File: config.mk
export PLATFORM = sky130hd
export DESIGN_NAME = nida_msb
export DESIGN_NICKNAME = d
export VERILOG_FILES = /design/src/hdl/assert_macros.svh /design/src/hdl/nida_pkg.sv /design/src/hdl/nida_msb.sv
export SDC_FILE = /design/constraint.sdc
export NUM_CORES = 1
export LEC_CHECK = 0
export BUFFER_PORTS_ARGS = -buffer_cell sky130_fd_sc_hd__buf_2
export CORE_MARGIN = 5
export CORE_UTILIZATION = 45
export CTS_CLUSTER_DIAMETER = 120
export DETAILED_ROUTE_END_ITERATION = 7
export PLACE_DENSITY_LB_ADDON = 0.08
export SYNTH_ARGS = -nofsm -noshare
export SYNTH_HDL_FRONTEND = slang
export SYNTH_SLANG_ARGS = --single-unit
File: constraint.sdc
create_clock -name clock -period 7.7 [get_ports clock]
set_clock_uncertainty 0.2 [all_clocks]
set_input_delay 1.155 -clock clock [delete_from_list [all_inputs] [get_ports clock]]
set_output_delay 1.155 -clock clock [all_outputs]
set_load 0.01 [all_outputs]
File: src/hdl/assert_macros.svh
// Assertion macros shared by the allocator RTL.
`ifndef ASSERT_MACROS_SVH
`define ASSERT_MACROS_SVH

// Check a property on every rising clock edge outside reset.
`define ASSERT_CLK(lbl, clk, rst, prop, msg) \
   lbl: assert property (@(posedge clk) disable iff (rst) prop) else $error(msg);

// Check that a condition is followed by a property from the next edge on.
`define ASSERT_NEXT(lbl, clk, rst, cond, prop, msg) \
   lbl: assert property (@(posedge clk) disable iff (rst) (cond) |=> (prop)) else $error(msg);

`endif

File: src/hdl/nida_pkg.sv
// Shared constants, codes and types of the node offset allocator.
`timescale 1ns / 1ps

package nida_pkg;

   // Field widths
   localparam int OFF_W     = 16;
   localparam int CMD_W     = 2;
   localparam int ST_W      = 2;
   localparam int WORD_BITS = 64;
   localparam int BIT_W     = 6;

   // Default sizing
   localparam int DEF_MAX_NODES   = 65536;
   localparam int DEF_VECTOR_SIZE = 2048;

   typedef logic [CMD_W-1:0] cmd_type;
   typedef logic [ST_W-1:0]  status_type;

   // Command codes
   localparam cmd_type CMD_ALLOC  = 2'd0;
   localparam cmd_type CMD_DELETE = 2'd1;
   localparam cmd_type CMD_TEST   = 2'd2;
   localparam cmd_type CMD_UNUSED = 2'd3;

   // Status codes
   localparam status_type ST_OK      = 2'd0;
   localparam status_type ST_ALREADY = 2'd1;
   localparam status_type ST_RANGE   = 2'd2;
   localparam status_type ST_FULL    = 2'd3;

   // Result of the highest-set-bit unit
   typedef struct packed {
      logic             done;
      logic [BIT_W-1:0] bit_idx;
   } msb_res_type;

endpackage

File: src/hdl/nida_msb.sv
// Registered highest-set-bit finder for one 64-bit bitmap word.
`timescale 1ns / 1ps

module nida_msb
   import nida_pkg::*;
(
   input  logic                 clock,
   input  logic                 reset,
   input  logic                 start,
   input  logic [WORD_BITS-1:0] word,
   output msb_res_type          res
);

   localparam int BYTES = WORD_BITS / 8;

   logic                     stg_valid_ff;
   logic [$clog2(BYTES)-1:0] byte_ix_ff, byte_ix_in;
   logic [7:0]               byte_ff, byte_in;
   logic [2:0]               bit_ix;
   logic                     done_ff;
   logic [BIT_W-1:0]         idx_ff;

   // Pick the highest nonzero byte
   always_comb begin
      byte_ix_in = '0;
      for (int i = 0; i < BYTES; i++) begin
         if (|word[8*i +: 8]) begin
            byte_ix_in = i[$clog2(BYTES)-1:0];
         end
      end
      byte_in = word[8*byte_ix_in +: 8];
   end

   // Pick the highest set bit inside that byte
   always_comb begin
      bit_ix = '0;
      for (int i = 0; i < 8; i++) begin
         if (byte_ff[i]) begin
            bit_ix = i[2:0];
         end
      end
   end

   // Advance the two stages
   always_ff @(posedge clock) begin
      if (reset) begin
         stg_valid_ff <= 1'b0;
         done_ff      <= 1'b0;
      end else begin
         stg_valid_ff <= start;
         done_ff      <= stg_valid_ff;
      end
      byte_ix_ff <= byte_ix_in;
      byte_ff    <= byte_in;
      idx_ff     <= {byte_ix_ff, bit_ix};
   end

   assign res.done    = done_ff;
   assign res.bit_idx = idx_ff;

endmodule

==> impl_metrics.toml <==
[worst_setup_path]
r2r_cells = 5
regToRegStartpoint = "byte_ff[2]$_DFF_P_"
max_stage_delay_ns = 0.60
crit_path_end_kind = "register"
critPathLaunch = "word[59]"
ff2ff_setup_slack_ns = 6.69
critical_path_class = "in2reg"
cp_data_required_time_ns = 7.66
crit_slowest_cell = "or4_1"
cp-start-kind = "input pin"
cp_cell_sequence = "buf_2, or4_1, nor4_4, o21a_1, mux2_1, a221oi_1, o21ai_1"
worstReg2RegEnd = "idx_ff[0]$_SDFF_PP1_"
crit_fanout = 17
worstPathArrival_ns = 3.59
endpoint = "byte_ff[5]$_DFF_P_"

[clock_tree]
clk_latency_ns = 0.28
holdBufCountCts = 0
cts_root_buf = "clkbuf_4"
numCtsBuffers = 3
cts_resized = 0
clockBufferDepth = 2
postCtsSetupBuffers = 0
ctsHtreeMaxLevel = 1
cts.sinks = 18
clk_pin_slew_ns = 0.08
cts_tree = "done"

[detailed_routing]
vias = 1229
dr.first_iter.drc_count = 62
drt-wirelength-per-cell_um = 14.5
drtPass1Iterations = 4
postRouteAntennaNets = 0
wl_mm = 3.25
vias_per_cell = 5.49
route.detailed.drc = 0

[placed_design]
port_buffers = 72
place_inst = 221
hpwlAfterDp_mm = 2.89
placed_area_um2 = 1530
place.gp.congestion = 0.802
pre_cts_ws_ns = 3.79

[yosys]
synthMuxAreaShare_pct = 13.0
ys_seq_elements = 18
synthesis.area_um2 = 1170
synth-adder-area-share_pct = 0
synth_top_area_share_pct = 30.9
synth_top_family_by_area = "simple AND/OR/NAND/NOR gates"
yosys.area.top_type = "dfxtp_1"
yosys.area_share.simple_pct = 25.6
synth.distinct_cells = 31
synth.most_common_cell = "dfxtp_1"
ys_seq_area_share_pct = 30.9
synth_commonest_cells = "dfxtp_1, nor2_1, a21oi_1"
syn_nets = 190
synth_top_cells_by_area = "dfxtp_1, mux2_1, a221oi_1, nor4_4, a21oi_1"
synth_edf_count = 0
synthArstFlopShare_pct = 0
synth_cells = 123
ys_warn_count = 0
avgSynthCellArea_um2 = 9.48
synth_compound_area_share_pct = 24.9
synth_ff_type = "dfxtp_1"
synth_xor_xnor_area_share_pct = 0

[global_routing]
track_usage_pct = 18.0
grt_pass1_wl_mm = 5.08
grt_max_degree = 18
grt_pass1_vias = 1251
antenna_found_initial = 0
grt_overflow_total = 0

[timing]
rsz0062_at_grt = "no"
period_share_pct = 47.1
setup_slack_ns = 4.07
min_period_ns = 3.63
fmax_ghz = 0.276
hold_viol_final = 0
tightestPinTransition_ns = 0.697
setup_viol = 0
tns_ns = 0
slew_headroom_pct = 53.4
drv_slew = 0

[layout]
n_antenna_cell = 0
stdcell_area_um2 = 1550
layoutNonFillerInstCount = 224
nNetsFinal = 263
drive_above_1_share_pct = 45.9
synthToLayoutAreaGrowth_pct = 33.0

[power]
power_uw = 176
peakVddDrop_v = 0.000160
p_per_area_nw_per_um2 = 113
p_leak_uw = 0.000706

[floorplan]
fp-row-count = 18
die_h_um = 60.9
initial_core_util_pct = 47.1
dieArea_um2 = 3710
ioPinCount = 74
die_w_um = 60.9
core_area_um2 = 2480

[min_path]
min_from = "byte_ix_ff[1]$_DFF_P_"
hold_path.class = "reg2reg"

[flow_run]
cap_violations = 0

[outcome]
status = "finished clean"
[stage by stage]
stage | hold WS [ns] | util (%)
after floorplan | 0.110 | -
after global placement | 0.112 | 61.7
after detailed placement | 0.115 | 61.7
after CTS | 0.136 | 62.6
after global routing | 0.152 | 62.6
final | 0.135 | 62.6
[metal layers]
layer	global-route usage [%]	up-vias	routed length, µm
li1	-	619	-
met1	22.2	553	1310
met2	31.3	57	1500
met3	6.81	0	443
met4	0.929	0	0
met5	0	-	0
[cells in the final DEF (no fill, tap or decap), drive strengths merged]
cell type  count
buf           72
dfxtp         18
nor2          13
a21oi         10
nand2          9
mux2           9
nor4           9
inv            8
a221oi         8
or4            8
a2bb2oi        5
mux2i          5
o21ai          4
nor2b          3
clkbuf         3
a22oi          2
a211oi         1
o211ai         1
o311ai         1
nand4          1
and4bb         1
o21a           1
o31ai          1
o21bai         1
[flip-flops by register name, indices dropped and copies added (netlist names)]
| signal | count |
|---|---|
| byte_ix_ff | 3 |
| idx_ff | 6 |
| stg_valid_ff | 1 |
| done_ff | 1 |
| byte_ff | 7 |
[critical path, delay by kind of cell]
family          cells  cell delay [ns]
buf+inv             1             0.11
compound gates      3             0.93
mux                 1             0.39
simple gates        2             1.00
[where the power goes]
| group | total [µW] | switching (µW) | internal, µW |
|---|---|---|---|
| clock | 42.2 | 24.1 | 18.1 |
| combinational | 36.2 | 16.5 | 19.7 |
| sequential | 97.4 | 1.10 | 96.3 |
[area by class of cell]
cell class / count / area [µm²]
fill: 238 / 926
clock buffer: 3 / 22.5
tap: 30 / 37.5
timing repair buffer: 72 / 360
inverter: 8 / 30.0
sequential: 18 / 360
multi-input combinational: 93 / 741
[worst min-delay path by stage]
stage / endpoint / slack [ns] / depth (start not counted)
floorplan: idx_ff[3]$_DFF_P_ / 0.11 / 0
global placement: idx_ff[5]$_DFF_P_ / 0.11 / 0
detailed placement: idx_ff[4]$_DFF_P_ / 0.11 / 0
CTS: idx_ff[4]$_DFF_P_ / 0.14 / 0
global route: idx_ff[3]$_DFF_P_ / 0.15 / 0
finish: idx_ff[4]$_DFF_P_ / 0.13 / 0
[logic make-up (layout without fill, tap and decap cells)]
group | count (synthesis) | count (layout)
AO/OA/AOI/OAI | 35 | 35
buffers and inverters | 12 | 83
flip-flops | 18 | 18
multiplexers | 14 | 14
AND/OR/NAND/NOR | 44 | 44
Note: power is estimated with default switching activity, not from simulation.
